<file path="config.mk">
export PLATFORM = sky130hd
export DESIGN_NAME = srta_ctrl
export DESIGN_NICKNAME = d
export VERILOG_FILES = /design/src/srta_pkg.sv /design/src/srta_ctrl.sv
export VERILOG_INCLUDE_DIRS = /design/src /design/src/src
export SDC_FILE = /design/constraint.sdc
export NUM_CORES = 1
export LEC_CHECK = 0
export ABC_CLOCK_PERIOD_IN_PS = 8700
export BUFFER_PORTS_ARGS = -buffer_cell sky130_fd_sc_hd__buf_2
export CORE_MARGIN = 3
export CORE_UTILIZATION = 45
export DETAILED_ROUTE_END_ITERATION = 16
export PLACE_DENSITY_LB_ADDON = 0.08
export SLEW_MARGIN = 20
export SYNTH_ARGS = -nofsm -noshare
export SYNTH_HDL_FRONTEND = slang
export SYNTH_SLANG_ARGS = --single-unit
</file>
<file path="constraint.sdc">
create_clock -name clk -period 8.7 [get_ports clk]
set_input_delay 1.74 -clock clk [delete_from_list [all_inputs] [get_ports clk]]
set_output_delay 1.74 -clock clk [all_outputs]
set_load 0.02 [all_outputs]
</file>
<file path="src/assert_macros.svh">
// Assertion helpers used by the RTL.
`ifndef ASSERT_MACROS_SVH
`define ASSERT_MACROS_SVH

// Clocked check, quiet while reset is high.
`define SRTA_ASSERT(lbl, clk, rst, prop, msg) \
  lbl: assert property (@(posedge clk) disable iff (rst) prop) else $error(msg);

// Clocked check that also runs through reset.
`define SRTA_ASSERT_ALWAYS(lbl, clk, prop, msg) \
  lbl: assert property (@(posedge clk) prop) else $error(msg);

`endif

</file>
<file path="src/srta_pkg.sv">
`timescale 1ns / 1ps
`default_nettype none

package srta_pkg;

  localparam int KIND_W  = 2;
  localparam int ROW_W   = 6;
  localparam int COL_W   = 10;
  localparam int DATA_W  = 32;
  localparam int TOTAL_W = 11;

  typedef enum logic [1:0] {
    KIND_SET  = 2'd0,
    KIND_ADD  = 2'd1,
    KIND_READ = 2'd2
  } kind_t;

  typedef enum logic [2:0] {
    ST_CLEAR,
    ST_IDLE,
    ST_FILL,
    ST_SEARCH,
    ST_DECIDE,
    ST_SHIFT,
    ST_INSERT,
    ST_DONE
  } state_t;

  typedef struct packed {
    logic [DATA_W-1:0]  read_value;
    logic               found;
    logic               row_full;
    logic               saturated;
    logic [TOTAL_W-1:0] entry_total;
  } result_t;

endpackage

`default_nettype wire

</file>
<file path="src/srta_ctrl.sv">
`timescale 1ns / 1ps
`default_nettype none
`include "assert_macros.svh"

module srta_ctrl #(
  parameter int ROWS = 64,
  parameter int ROW_CAPACITY = 16,
  parameter int COLUMNS = 1024,
  parameter int VALUE_BITS = 32,
  localparam int SLOTS = ROWS * ROW_CAPACITY,
  localparam int AW = (SLOTS > 1) ? $clog2(SLOTS) : 1,
  localparam int RW = (ROWS > 1) ? $clog2(ROWS) : 1,
  localparam int KW = $clog2(ROW_CAPACITY + 1),
  localparam int TW = $clog2(SLOTS + 1),
  localparam int EW = ((VALUE_BITS > 32) ? VALUE_BITS : 32) + 1,
  localparam int WW = srta_pkg::COL_W + VALUE_BITS
) (
  input  wire logic                               clk,
  input  wire logic                               rst,
  input  wire logic                               in_valid,
  output logic                                    idle,
  input  wire logic [srta_pkg::KIND_W-1:0]        in_kind,
  input  wire logic [srta_pkg::ROW_W-1:0]         in_row,
  input  wire logic [srta_pkg::COL_W-1:0]         in_column,
  input  wire logic signed [srta_pkg::DATA_W-1:0] in_operand,
  output logic                                    res_valid,
  input  wire logic                               res_take,
  output srta_pkg::result_t                       res,
  output logic                                    ent_we,
  output logic [AW-1:0]                           ent_waddr,
  output logic [WW-1:0]                           ent_wdata,
  output logic [AW-1:0]                           ent_raddr,
  input  wire logic [WW-1:0]                      ent_rdata,
  output logic                                    fill_we,
  output logic [RW-1:0]                           fill_waddr,
  output logic [KW-1:0]                           fill_wdata,
  output logic [RW-1:0]                           fill_raddr,
  input  wire logic [KW-1:0]                      fill_rdata
);

  import srta_pkg::*;

  localparam logic signed [EW-1:0] VMAX =
    {{(EW - VALUE_BITS + 1){1'b0}}, {(VALUE_BITS - 1){1'b1}}};
  localparam logic signed [EW-1:0] VMIN = ~VMAX;

  function automatic logic signed [EW-1:0] sx(input logic [VALUE_BITS-1:0] v);
    return {{(EW - VALUE_BITS){v[VALUE_BITS-1]}}, v};
  endfunction

  // {clipped flag, value}
  function automatic logic [VALUE_BITS:0] clip_val(input logic signed [EW-1:0] v);
    logic [VALUE_BITS:0] r;
    if (v > VMAX) begin
      r = {1'b1, VMAX[VALUE_BITS-1:0]};
    end else if (v < VMIN) begin
      r = {1'b1, VMIN[VALUE_BITS-1:0]};
    end else begin
      r = {1'b0, v[VALUE_BITS-1:0]};
    end
    return r;
  endfunction

  function automatic logic [DATA_W-1:0] to_out(input logic [VALUE_BITS-1:0] v);
    logic [EW-1:0] t;
    t = sx(v);
    return t[DATA_W-1:0];
  endfunction

  state_t state, state_next;

  logic [KIND_W-1:0]     kind_q;
  logic [ROW_W-1:0]      row_q;
  logic [COL_W-1:0]      col_q;
  logic [VALUE_BITS-1:0] op_q;
  logic                  op_sat_q;
  logic                  in_range_q;
  logic [AW-1:0]         base_q;
  logic [KW-1:0]         fill_q, fill_next;
  logic [KW-1:0]         lo_q, lo_next;
  logic [KW-1:0]         hi_q, hi_next;
  logic [KW-1:0]         mid_q, mid_next;
  logic [KW-1:0]         k_q, k_next;
  logic [KW-1:0]         m_q, m_next;
  logic                  found_q, found_next;
  logic [VALUE_BITS-1:0] val_q, val_next;
  logic [RW-1:0]         clr_q, clr_next;
  logic [TW-1:0]         total_q, total_next;
  result_t               res_q, res_next;

  logic                  accept;
  logic [VALUE_BITS:0]   op_clip;
  logic                  in_range;
  logic [KW-1:0]         rd_idx;
  logic [KW-1:0]         nlo, nhi, fcap;
  logic [KW:0]           msum;
  logic [COL_W-1:0]      ent_col;
  logic signed [EW-1:0]  sum;
  logic [VALUE_BITS:0]   upd;
  logic [VALUE_BITS-1:0] newv;
  logic                  newsat;

  assign idle       = (state == ST_IDLE);
  assign res_valid  = (state == ST_DONE);
  assign res        = res_q;
  assign accept     = idle && in_valid;
  assign fill_raddr = RW'(in_row);
  assign ent_raddr  = base_q + AW'(rd_idx);
  assign ent_col    = ent_rdata[WW-1 -: COL_W];
  assign op_clip    = clip_val({{(EW - DATA_W){in_operand[DATA_W-1]}}, in_operand});
  assign in_range   = (32'(in_row) < 32'(ROWS)) && (32'(in_column) < 32'(COLUMNS));
  assign sum        = sx(val_q) + sx(op_q);
  assign upd        = clip_val(sum);

  always_ff @(posedge clk) begin
    if (rst) begin
      state   <= ST_CLEAR;
      clr_q   <= '0;
      total_q <= '0;
    end else begin
      state   <= state_next;
      clr_q   <= clr_next;
      total_q <= total_next;
    end
  end

  always_ff @(posedge clk) begin
    if (accept) begin
      kind_q               <= in_kind;
      row_q                <= in_row;
      col_q                <= in_column;
      {op_sat_q, op_q}     <= op_clip;
      in_range_q           <= in_range;
      base_q               <= AW'(in_row) * AW'(ROW_CAPACITY);
    end
    fill_q  <= fill_next;
    lo_q    <= lo_next;
    hi_q    <= hi_next;
    mid_q   <= mid_next;
    k_q     <= k_next;
    m_q     <= m_next;
    found_q <= found_next;
    val_q   <= val_next;
    res_q   <= res_next;
  end

  // Items never overlap, so each read sees every earlier write.
  always_comb begin
    state_next = state;
    fill_next  = fill_q;
    lo_next    = lo_q;
    hi_next    = hi_q;
    mid_next   = mid_q;
    k_next     = k_q;
    m_next     = m_q;
    found_next = found_q;
    val_next   = val_q;
    clr_next   = clr_q;
    total_next = total_q;
    res_next   = res_q;
    rd_idx     = '0;
    ent_we     = 1'b0;
    ent_waddr  = base_q + AW'(k_q);
    ent_wdata  = {col_q, op_q};
    fill_we    = 1'b0;
    fill_waddr = RW'(row_q);
    fill_wdata = fill_q + KW'(1);
    nlo        = lo_q;
    nhi        = hi_q;
    msum       = '0;
    fcap       = '0;
    newv       = op_q;
    newsat     = op_sat_q;

    case (state)
      ST_CLEAR: begin
        fill_we    = 1'b1;
        fill_waddr = clr_q;
        fill_wdata = '0;
        clr_next   = clr_q + RW'(1);
        if (clr_q == RW'(ROWS - 1)) begin
          state_next = ST_IDLE;
        end
      end

      ST_IDLE: begin
        if (in_valid) begin
          state_next = ST_FILL;
        end
      end

      ST_FILL: begin
        fcap       = (fill_rdata > KW'(ROW_CAPACITY)) ? KW'(ROW_CAPACITY) : fill_rdata;
        fill_next  = fcap;
        found_next = 1'b0;
        k_next     = '0;
        lo_next    = '0;
        hi_next    = fcap;
        if (in_range_q && fcap != '0) begin
          rd_idx     = fcap >> 1;
          mid_next   = fcap >> 1;
          state_next = ST_SEARCH;
        end else begin
          state_next = ST_DECIDE;
        end
      end

      ST_SEARCH: begin
        if (ent_col == col_q) begin
          found_next = 1'b1;
          k_next     = mid_q;
          val_next   = ent_rdata[VALUE_BITS-1:0];
          state_next = ST_DECIDE;
        end else begin
          if (ent_col < col_q) begin
            nlo = mid_q + KW'(1);
          end else begin
            nhi = mid_q;
          end
          lo_next = nlo;
          hi_next = nhi;
          if (nlo < nhi) begin
            msum     = {1'b0, nlo} + {1'b0, nhi};
            rd_idx   = msum[KW:1];
            mid_next = msum[KW:1];
          end else begin
            k_next     = nlo;
            state_next = ST_DECIDE;
          end
        end
      end

      ST_DECIDE: begin
        res_next.read_value  = '0;
        res_next.found       = 1'b0;
        res_next.row_full    = 1'b0;
        res_next.saturated   = 1'b0;
        res_next.entry_total = TOTAL_W'(total_q);
        state_next           = ST_DONE;
        if (in_range_q) begin
          res_next.found = found_q;
          case (kind_q)
            KIND_SET, KIND_ADD: begin
              if (kind_q == KIND_ADD && op_q == '0) begin
                res_next.read_value = found_q ? to_out(val_q) : '0;
                res_next.saturated  = op_sat_q;
              end else if (found_q) begin
                if (kind_q == KIND_ADD) begin
                  newv   = upd[VALUE_BITS-1:0];
                  newsat = op_sat_q | upd[VALUE_BITS];
                end
                ent_we              = 1'b1;
                ent_wdata           = {col_q, newv};
                res_next.read_value = to_out(newv);
                res_next.saturated  = newsat;
              end else if (fill_q >= KW'(ROW_CAPACITY)) begin
                res_next.row_full = 1'b1;
              end else if (fill_q > k_q) begin
                rd_idx     = fill_q - KW'(1);
                m_next     = fill_q;
                state_next = ST_SHIFT;
              end else begin
                state_next = ST_INSERT;
              end
            end
            default: begin
              res_next.read_value = found_q ? to_out(val_q) : '0;
            end
          endcase
        end
      end

      ST_SHIFT: begin
        ent_we    = 1'b1;
        ent_waddr = base_q + AW'(m_q);
        ent_wdata = ent_rdata;
        m_next    = m_q - KW'(1);
        if ((m_q - KW'(1)) > k_q) begin
          rd_idx = m_q - KW'(2);
        end else begin
          state_next = ST_INSERT;
        end
      end

      ST_INSERT: begin
        ent_we               = 1'b1;
        fill_we              = 1'b1;
        total_next           = total_q + TW'(1);
        res_next.read_value  = to_out(op_q);
        res_next.found       = 1'b0;
        res_next.row_full    = 1'b0;
        res_next.saturated   = op_sat_q;
        res_next.entry_total = TOTAL_W'(total_q + TW'(1));
        state_next           = ST_DONE;
      end

      ST_DONE: begin
        if (res_take) begin
          state_next = ST_IDLE;
        end
      end

      default: begin
        state_next = ST_IDLE;
      end
    endcase
  end

  `SRTA_ASSERT(a_search_window, clk, rst, (state == ST_SEARCH) |-> (lo_q < hi_q), "search window empty")
  `SRTA_ASSERT(a_shift_above_k, clk, rst, (state == ST_SHIFT) |-> (m_q > k_q), "shift below insert point")
  `SRTA_ASSERT(a_fill_bound, clk, rst, (state == ST_FILL && in_range_q) |-> (fill_rdata <= KW'(ROW_CAPACITY)), "row fill beyond capacity")
  `SRTA_ASSERT(a_total_step, clk, rst, (state != ST_INSERT) |=> $stable(total_q), "entry total moved outside insert")
  `SRTA_ASSERT_ALWAYS(a_reset_clear, clk, rst |=> (state == ST_CLEAR), "no clearing pass after reset")

endmodule

`default_nettype wire

</file>
==> metrics.md <==
| Metric | Value |
|---|---|
| Internal | `0.001367 W` |
| Clock Latency Late Sink | `between 400 and 500 ps` |
| Die Y-Extent | `167.7 um` |
| Placed Instances | `1722` |
| Hold crit path type | `reg2reg` |
| Crit path capture type | `primary output` |
| FF+latch count, synth | `180` |
| Clock tree buffer depth | `2` |
| Cell variety after synth | `86` |
| Largest net degree at the start of global routing | `between 50 and 60` |
| Layout Skew | `15.57 ps` |
| Vias/cell | `5.915` |
| CP arrival | `6360 ps` |
| Net Sw Power | `0.0004023 W` |
| Num ports | `230` |
| Final cell count without fillers | `about 1800` |
| Via count | `10393` |
| Slowest cell on the critical path | `a2111o_1` |
| Setup Fix Bufs, Post-CTS | `0` |
| Tot GR Track Use | `0.2785` |
| RSZ-0062 raised after global routing | `false` |
| Die width | `around 170 um` |
| Core box area | `25400 um^2` |
| Vias in the first global route | `10262` |
| Sequential share of the synthesized area | `0.4426` |
| First-pass DRT Iterations | `6` |
| Maxcap violations | `0` |
| GR Overflow Total | `0` |
| Num rows | `58` |
| Resized cells post-CTS | `0` |
| Syn Area/Cell | `9.515 um^2` |
| Hpwl dp | `about 29 mm` |
| PwrDens | `about 130 nW/um^2` |
| TritonCTS buffer count | `17` |
| Crit Path Max Fanout | `5` |
| Synth warnings | `0` |
| Final wirelength | `between 30 and 40 mm` |
| Post-synth EDFFs | `160` |
| Ys flop type | `edfxtp_1` |
| Area grow syn2layout | `16.44%` |
| Fin Setup TNS | `0 ps` |
| Slew Viols, Final | `0` |
| Mapped Area | `11760 um^2` |
| # nets final | `1586` |
| CTS sink count | `180` |
| Final period util | `0.9314` |
| DR WL met3 | `approximately 3.2 mm` |
| Startpoint types | `input port` |
| Switching share of power | `0.2274` |
| 1st-iter DRT viols | `889` |
| CTS clock-pin slew for the worst setup and hold paths | `70 ps` |
| Die area | `28110 um^2` |
| CTS tree | `yes` |
| Critical Path RT | `6960 ps` |
| Highest Signal Layer | `met5` |
| Worst ir drop on vdd | `0.1124 mV` |
| Fillers | `2377` |
| Seq pwr share | `0.529` |
| Clk pwr share | `0.432` |
| Post-DR wirelength/cell | `22.51 um` |
| DRC violations left | `0` |
| Max-slew headroom at the worst pin | `0.2676` |
| Ys async rst share | `0` |
| Final setup vio count | `0` |
| Comb pwr share | `0.039` |
| Initial Util | `0.4630` |
| Fin crit period | `just over 8000 ps` |
| Most frequent CP cell | `ha_1` |
| Fin. Hold Viols | `0` |
| Wl on met1 | `16.55 mm` |
| Measured slew at the worst slew-check pin | `1096 ps` |
| Status | `finished clean` |
| Hold buffers post-CTS | `0` |
| Worst setup path category | `in2out` |
| H-tree depth | `4` |
| Routed wl met2 | `roughly 19 mm` |
| Syn Nets | `1411` |
| Syn Inst Count | `roughly 1200` |
| Layout Utilization | `0.5391` |
| Port bufs | `229` |
| Share of layout cells above drive strength 1 | `0.2256` |
| Root Buffer | `clkbuf_16` |
| Worst path cell trace | `buf_2, ha_1, nor2b_1, o21a_1, o21a_1, o21bai_1, a31oi_1, or2_2, mux2i_1, inv_1, ha_1, a21oi_1, o21bai_1, a21oi_1, o31ai_1, a2111o_1, o21ai_0, ha_1, nand3_1, nor2_1, xor2_1, buf_2` |
| Leakage power | `5.581 nW` |
| Global-route wire length before repair | `about 61 mm` |
| Fmax | `123.4 MHz` |
| Slowest Stage Delay on Critical Path | `450 ps` |
| GP Congestion | `0.9921` |
| Post-route ant nets | `0` |
| Initial antenna violation count | `6` |
-- flip-flops by register name, indices dropped and copies added (netlist names), 6 cells and up --
| name | flops |
|---|---|
| op_q | 32 |
| base_q | 6 |
| total_q | 11 |
| clr_q | 6 |
| col_q | 10 |
| val_q | 32 |
| res | 46 |
-- cells by family after synthesis --
| kind of cell | synth area share |
|---|---|
| xor+xnor | 0.04841 |
| mux | 0.01511 |
| simple gates | 0.1519 |
| buf+inv | 0.05054 |
| flops | 0.4426 |
| fa+ha+maj | 0.08512 |
| other cells | 0.0003189 |
| compound gates | 0.2060 |
-- metal layers --
| layer | global-route usage | vias up |
|---|---|---|
| met5 | 0 | - |
| met1 | 0.3655 | 4961 |
| met3 | 0.06468 | 56 |
| li1 | - | 4905 |
| met4 | 0.07898 | 4 |
| met2 | 0.4637 | 467 |
-- area by class of cell --
cell class              instances  area, um^2  area share
flip-flops and latches        180        5205      0.3801
diodes                          4       10.01   0.0007310
inverters                      49       183.9     0.01343
clock buffers                  20       436.7     0.03189
well taps                     330       412.9     0.03015
repair buffers                253        1339     0.09777
clock inverters                11       121.4    0.008863
multi-input cells             910        5984      0.4370
-- Yosys cell counts (all sizes together) (19+ instances only) --
master / n / share of area
edfxtp: 160 / 0.41
nand3: 39 / 0.017
o21ai: 89 / 0.038
a31oi: 21 / 0.012
o22ai: 22 / 0.012
buf: 19 / 0.010
xnor2: 41 / 0.031
xor2: 24 / 0.018
a21oi: 97 / 0.043
inv: 47 / 0.015
clkbuf: 78 / 0.025
ha: 72 / 0.077
and2: 19 / 0.010
dfxtp: 20 / 0.034
nor2: 101 / 0.032
nand2: 119 / 0.038
-- power groups by stage --
stage / Combinational, W / Clock, W / Sequential, W
6_report: 0.0000689 / 0.000765 / 0.000936
3_5_place_dp: 0.0000686 / 0 / 0.000955
4_1_cts: 0.0000691 / 0.000774 / 0.000936
3_3_place_gp: 0.0000677 / 0 / 0.000955
2_1_floorplan: 0.0000368 / 0 / 0.000955
5_1_grt: 0.0000762 / 0.000809 / 0.000936
-- worst max-delay path, delay by kind of cell --
kind	cells	cell delay, ps
AO/OA/AOI/OAI	10	1980
XOR/XNOR	1	160
adder cells (fa/ha/maj)	3	930
buffers and inverters	3	440
multiplexers	1	290
AND/OR/NAND/NOR	4	820
-- through the flow --
step	power, W	setup WS [ps]	cell area, um^2	hold slack, ps
floorplan	0.0009917	1179	11760	484.1
global placement	0.001023	719.9	13110	506.7
detailed placement	0.001024	636.6	13130	515.3
CTS	0.001779	580.9	13680	526.1
global route	0.001821	321.9	13690	563.9
finish	0.001769	597.2	13690	531.1
-- cell usage in the layout (no fill, tap or decap), types with 7 or more instances in the layout --
| cell | n |
|---|---|
| nor4_1 | 10 |
| o21ai_1 | 22 |
| a31oi_1 | 20 |
| a22oi_1 | 7 |
| o21a_1 | 10 |
| o31ai_1 | 7 |
| xor2_1 | 24 |
| dfxtp_1 | 20 |
| or2_2 | 7 |
| nand3_1 | 38 |
| nor2_1 | 99 |
| a211oi_1 | 7 |
| ha_1 | 72 |
| nand2_1 | 119 |
| o22ai_1 | 22 |
| buf_2 | 229 |
| nor3_1 | 15 |
| buf_4 | 23 |
| nand2b_1 | 7 |
| inv_1 | 47 |
| edfxtp_1 | 160 |
| a22o_1 | 15 |
| a21oi_1 | 94 |
| clkbuf_16 | 17 |
| xnor2_1 | 41 |
| and3_1 | 9 |
| nand4_1 | 8 |
| o21bai_1 | 8 |
| and2_1 | 18 |
| nor2b_1 | 16 |
| a32oi_1 | 10 |
| a21o_1 | 16 |
| o211ai_1 | 9 |
| mux2i_1 | 11 |
| o21ai_0 | 67 |
| or3_1 | 8 |
-- worst paths after layout --
| check | slack (ps) | cells after the start | startpoint | end |
|---|---|---|---|---|
| max | 600 | 22 | ent_rdata[33] | ent_raddr[9] |
| min | 530 | 2 | total_q[1] | total_q[1] |
| max reg2reg | 4220 | 14 | op_q[0] | res[44] |
| min reg2reg | 530 | 2 | total_q[1] | total_q[1] |
(Power assumes the default switching activity.)
